**src/rtl/core/xtea_pkg.sv**
```systemverilog
package xtea_pkg;

  localparam int unsigned WordW         = 32;
  localparam int unsigned NumKeyWords   = 4;
  localparam int unsigned KeyIdxW       = 2;
  localparam int unsigned KeyShift      = 11;
  localparam int unsigned RoundsDefault = 32;
  localparam logic [WordW-1:0] Delta    = 32'h9E37_79B9;

  // Action codes carried with each item.
  localparam logic ActEncrypt = 1'b0;
  localparam logic ActDecrypt = 1'b1;

  typedef logic [WordW-1:0] word_t;
  typedef logic [NumKeyWords-1:0][WordW-1:0] key_t;

  typedef struct packed {
    logic  act;
    word_t w0;
    word_t w1;
  } blk_t;

  // One XTEA half-round mixing term.
  function automatic word_t mix(input word_t x, input word_t sum, input word_t key);
    word_t t;
    t = ((x << 4) ^ (x >> 5)) + x;
    return t ^ (sum + key);
  endfunction

endpackage

```
**src/rtl/core/xtea_cell.sv**
```systemverilog
module xtea_cell #(
  parameter logic        Odd    = 1'b0,
  parameter logic [31:0] SumEnc = 32'h0,
  parameter logic [31:0] SumDec = 32'h0
) (
  input  logic          clk_i,
  input  logic          rst_ni,
  input  logic          en_i,
  input  logic          valid_i,
  input  xtea_pkg::blk_t blk_i,
  input  xtea_pkg::key_t key_i,
  output logic          valid_o,
  output xtea_pkg::blk_t blk_o
);
  import xtea_pkg::*;

  logic   valid_q;
  blk_t   blk_q, blk_d;
  logic   swap;
  word_t  src, dst, sum, m, nd;
  logic [KeyIdxW-1:0] kidx;

  // Encryption updates y on even cells and z on odd cells; decryption is the reverse,
  // and the key-select bits follow the updated word.
  always_comb begin
    swap = blk_i.act ^ Odd;
    src  = swap ? blk_i.w0 : blk_i.w1;
    dst  = swap ? blk_i.w1 : blk_i.w0;
    sum  = (blk_i.act == ActDecrypt) ? SumDec : SumEnc;
    kidx = swap ? sum[KeyShift +: KeyIdxW] : sum[KeyIdxW-1:0];
    m    = mix(src, sum, key_i[kidx]);
    nd   = (blk_i.act == ActDecrypt) ? (dst - m) : (dst + m);
    blk_d.act = blk_i.act;
    blk_d.w0  = swap ? blk_i.w0 : nd;
    blk_d.w1  = swap ? nd : blk_i.w1;
  end

  always_ff @(posedge clk_i or negedge rst_ni) begin
    if (!rst_ni) begin
      valid_q <= 1'b0;
    end else if (en_i) begin
      valid_q <= valid_i;
    end
  end

  always_ff @(posedge clk_i) begin
    if (en_i) begin
      blk_q <= blk_d;
    end
  end

  assign valid_o = valid_q;
  assign blk_o   = blk_q;

endmodule

```
**config.mk**
```make
export PLATFORM = sky130hd
export DESIGN_NAME = xtea_cell
export DESIGN_NICKNAME = d
export VERILOG_FILES = /design/src/rtl/core/xtea_pkg.sv /design/src/rtl/core/xtea_cell.sv
export SDC_FILE = /design/constraint.sdc
export NUM_CORES = 1
export LEC_CHECK = 0
export ABC_AREA = 1
export BUFFER_PORTS_ARGS = -buffer_cell sky130_fd_sc_hd__buf_2
export CAP_MARGIN = 20
export CORE_AREA = 2 2 133 167
export DETAILED_ROUTE_END_ITERATION = 10
export DIE_AREA = 0 0 135 169
export SLEW_MARGIN = 0
export SYNTH_ARGS = -nofsm -noshare
export SYNTH_HDL_FRONTEND = slang
export SYNTH_SLANG_ARGS = --single-unit
```
**constraint.sdc**
```tcl
create_clock -name clk_i -period 1.6 [get_ports clk_i]
set_input_delay 0.24 -clock clk_i [delete_from_list [all_inputs] [get_ports clk_i]]
set_output_delay 0.24 -clock clk_i [all_outputs]
set_load 0.01 [all_outputs]
```
== Yosys cells after proc, flatten, opt, wreduce, memory -nomap -nowiden ==
Index checks and enable logic that the tools add are counted.

* Shift-type cells: 0
* $mul: 0
* Bitwise gates (word level): 2
* Reductions and logical operators: 0
* $add $sub $neg: 3
* Order comparisons: 0
* Equality and inequality tests: 0
* Muxes and demuxes: 5
* Div/mod/pow operators: 0

{| class="wikitable"
|+ Operators by type and width
! cell !! number
|-
| $mux 32 || 5
|-
| $add 32x32->32 || 2
|-
| $sub 32x32->32 || 1
|-
| $xor 32x27->32 || 1
|-
| $xor 32x32->32 || 1
|}

* Bits in latches: 0
* Register bits after elaboration: 66
* Memories: 0
* RAM bits: 0
* Word-level logic and storage cells: 14
* Memory bits (read-only): 0

== Depth between registers and ports, before layout ==
* Depth in word-level cells: 7
* Mapped depth: 41
* Gate-level depth less buffers: 38

== Worst setup path before layout ==
OpenSTA, ideal clock, no wires.

* Path kind: in2reg
* Start point: input port blk_i[64] (netlist name)
* End point: register blk_q (netlist bit blk_o[28]), data pin
* Setup time: 267 ps
* Buffers on the path: 4
* Required time: 1333 ps
* Stages on the path: 31
* Path slack: -3838 ps
* Data arrival time: 5171 ps
* Cells stage by stage: buf_6 buf_6 buf_2 clkbuf_1 nand2_1 nand2_1 ha_1 fa_1 xnor2_1 ha_1 nand2_1 nor2_1 inv_1 nor3_2 nand4_2 nor2_4 a21oi_2 nor2_4 nand2_2 nor2_4 nand2_1 xor2_1 ha_1 nand2_1 nor2_1 a2111oi_0 o211ai_1 a31o_2 or2_2 nand3_1 o21ai_0

{| class="wikitable"
|+ RTL lines
! what !! RTL line !! source
|-
| from (decl) || xtea_cell.sv:10 || <nowiki>input xtea_pkg::blk_t blk_i,</nowiki>
|-
| to (signal assigned) || xtea_cell.sv:48 || <nowiki>blk_q <= blk_d;</nowiki>
|-
| to (decl) || xtea_cell.sv:18 || <nowiki>blk_t blk_q, blk_d;</nowiki>
|}

==> summary.md <==
| Metric | Value |
|---|---|
| Slowest Stage Delay on Critical Path | `370 ps` |
| Worst Setup SP | `blk_i[64]` |
| Clock root buffer | `clkbuf_16` |
| Post-Route WL | `32850 um` |
| Row count | `60` |
| Slew Limit Fails | `0` |
| Synth warn | `0` |
| DIE HEIGHT | `169 um` |
| Reg2Reg Launch Point | `valid_o` |
| Final setup fails | `62` |
| Maximum fanout along the worst path | `20` |
| RSZ-0062 raised after global routing | `yes` |
| Clk buf depth | `2` |
| Failing checks | `setup timing` |
| Crit-path most repeated cell | `nand2_1` |
| IO buf count | `166` |
| Via Count | `10450` |
| Post-synth cell types | `52` |
| Area delta synth->final | `77.10%` |
| Worst Setup End Kind | `flip-flop` |
| Fin cells | `2047` |
| Syn_nets | `1464` |
| Fin crit period | `4824 ps` |
| CP Depth | `35` |
| DP Area | `0.01230 mm^2` |
| Async SR Flop Fraction | `1.515%` |
| Largest net degree at the start of global routing | `34` |
| Worst path buffer plus inverter count | `7` |
| Mapped Area | `0.008344 mm^2` |
| Clock sink count | `66` |
| Vias in the first global route | `9818` |
| Tcrit/Tclk final | `301.5%` |
| GRT Util Overall | `25.85%` |
| Worst Tran Pin Value | `591.5 ps` |
| Placed cells | `1962` |
| Clk pin slew, worst setup/hold paths | `60 ps` |
| Mapped Cells | `1199` |
| Pwr dens | `1488 mW/mm^2` |
| Sequential area share after synthesis | `23.69%` |
| Post-synth EDFFs | `65` |
| Fill count | `1635` |
| R2R setup slack | `860 ps` |
| DRT Pass-1 Iters | `8` |
| Fraction of layout cells with a size suffix above 1 | `52.69%` |
| TritonCTS clock tree | `yes` |
| Routed WL per cell | `16.05 um` |
| Fin Clk Skew | `0 ps` |
| Crit path to | `blk_o[62]` |
| Final hold vios | `0` |
| Overflow after GRT | `0` |
| Peak supply drop | `0.8285 mV` |
| Worst r2r path cells | `1` |
| Hold Path Class | `input pin to flip-flop` |
| Finished Cell Area | `0.01478 mm^2` |
| Fmax achieved | `207.3 MHz` |
| Leakage power | `7.218 nW` |
| Slowest cell on the critical path | `ha_1` |
| CP delay by family, top | `simple AND/OR/NAND/NOR gates` |
| Nets@finish | `2027` |
| Synthesized area per cell | `6.959 um^2` |
| Clock latency at the later pin of the worst-skew pair | `340 ps` |
| Die ar. | `0.02282 mm^2` |
| Die X-Extent | `135 um` |
| MaxCap Viol Count | `0` |
| Starting Density | `39.14%` |
| Initial antenna violation count | `1` |
| DRC | `0` |
| Startpoint class of the critical path | `input pin` |
| DR iter-0 viols | `685` |
| Crit path kind | `input pin to flip-flop` |
| Setup TNS | `-159840 ps` |
| GPL Wtd Cong | `0.9323` |
| Synth Flop Type | `edfxtp_1` |
| Io pins | `263` |
| Routed Antenna Nets | `0` |
| Max_slew headroom | `60.15%` |
| WHS | `128.0 ps` |
| H-tree depth | `3` |
| Via density per instance | `5.104` |
| Post-DP HPWL | `24120 um` |
| Clock buffer count from CTS | `9` |
| Crit Reg-Reg Endpoint | `valid_o` |
| WP data arrival | `4920 ps` |
| Min setup slack post-route | `-3224 ps` |
| Design Power | `21.99 mW` |
| Core Region | `0.02132 mm^2` |
| Worst Path Required | `1700 ps` |
| Status | `finished with violations` |
| First-pass GRT wire length | `46450 um` |
| Yosys reg bits | `66` |
[report_power, final]
part / leakage (nW) / switching [mW] / internal, mW
Clock: 0.136 / 0.787 / 1.20
Combinational: 6.44 / 8.70 / 8.57
Sequential: 0.646 / 0.106 / 2.64
[worst min-delay path by stage]
stage                       start      end  slack, ps  depth (start not counted)
after floorplan            rst_ni  valid_o        -60                          0
after global placement     rst_ni  valid_o         10                          1
after detailed placement   rst_ni  valid_o         20                          1
after CTS                 valid_i  valid_o        130                          2
after global routing      valid_i  valid_o        150                          2
final                     valid_i  valid_o        130                          2
[routing by layer]
metal	up-vias	wire, um	GRT usage [%]
met1	4858	13380	32.42
met2	391	16280	46.08
met3	91	1894	2.905
met5	-	0	0
met4	0	1294	8.379
li1	5108	-	-
[flip-flops by register name, summed over array words and instances, names as in the netlist]
name	count
blk_o	65
valid_o	1
[cells in the mapped netlist (3+ instances only)]
cell type / count / area, um^2
nand3_2: 7 / 70.07
ha_1: 66 / 825.8
buf_6: 3 / 33.78
clkbuf_1: 17 / 63.81
o211ai_1: 5 / 37.54
nor2_4: 6 / 67.56
nand2_1: 347 / 1303
o21ai_2: 5 / 43.79
a21o_1: 5 / 37.54
inv_1: 114 / 427.9
nand2_2: 27 / 168.9
nor2_2: 7 / 43.79
inv_2: 7 / 26.28
nand4_1: 7 / 43.79
a31oi_1: 12 / 75.07
or2_2: 8 / 50.05
a21oi_1: 61 / 305.3
nor3_1: 9 / 45.04
o21a_1: 9 / 67.56
nand3b_1: 5 / 37.54
nor2_1: 87 / 326.6
xor2_1: 74 / 648.1
xor2_2: 4 / 65.06
buf_1: 4 / 15.01
o21ai_1: 7 / 35.03
nor4_1: 4 / 25.02
o21bai_1: 7 / 52.55
nand3_1: 49 / 245.2
xnor2_1: 38 / 332.8
edfxtp_1: 65 / 1952
o21ai_0: 97 / 485.5
nand2_4: 7 / 78.83
o221ai_1: 4 / 35.03
[cells by family (layout without fill, tap and decap cells)]
logic type,after synthesis,count (layout),share of synthesized area (%)
adders and majority gates,68,68,10.38
DFF,66,66,23.69
other,0,1,0
AOI/OAI and AO/OA,223,223,15.17
and+or+nand+nor,574,574,30.51
muxes,3,3,0.3749
buffers and inverters,148,716,7.137
xor gates and xnor gates,117,117,12.73
[per-stage QoR]
stage / utilization, % / setup slack [ps]
after floorplan: - / -3569
after global placement: 57.69 / -3717
after detailed placement: 57.69 / -3867
after CTS: 64.29 / -3196
after global routing: 69.31 / -3485
final: 69.31 / -3224
[cell usage in the layout (no fill, tap or decap), types with 9 or more instances in the layout]
cell type / n
nor2_1: 59
o21ai_1: 46
o21a_1: 9
buf_4: 373
nand2_4: 29
clkbuf_16: 10
xnor2_1: 17
xnor2_2: 14
nand3_2: 18
o21ai_2: 20
inv_1: 104
nor2_4: 18
a21oi_2: 23
buf_2: 165
xor2_1: 54
a21oi_1: 34
nand3_1: 35
nand2_2: 70
nand2_1: 278
edfxtp_1: 65
inv_2: 16
ha_1: 50
xor2_2: 19
nor2_2: 23
o21ai_0: 38
ha_4: 13
buf_6: 26
[cell type report]
class | instances | area, um^2 | share of cell area [%]
diodes | 1 | 2.502 | 0.01693
clock buffers | 11 | 232.7 | 1.575
clock inverters | 5 | 55.05 | 0.3725
inverters | 122 | 470.5 | 3.183
multi-input cells | 985 | 7445 | 50.38
flip-flops and latches | 66 | 1977 | 13.38
well taps | 279 | 349.1 | 2.362
repair buffers | 578 | 4247 | 28.74
[repair_timing]
action	4_1_cts	5_1_grt
endpoints found under the hold margin	1	0
buffers inserted	35	35
cloned	4	1
gates resized for setup	172	193
pin swaps	93	127
setup endpoints to repair	64	64
hold buffers	1	0
Note: power is estimated with default switching activity, not from simulation.
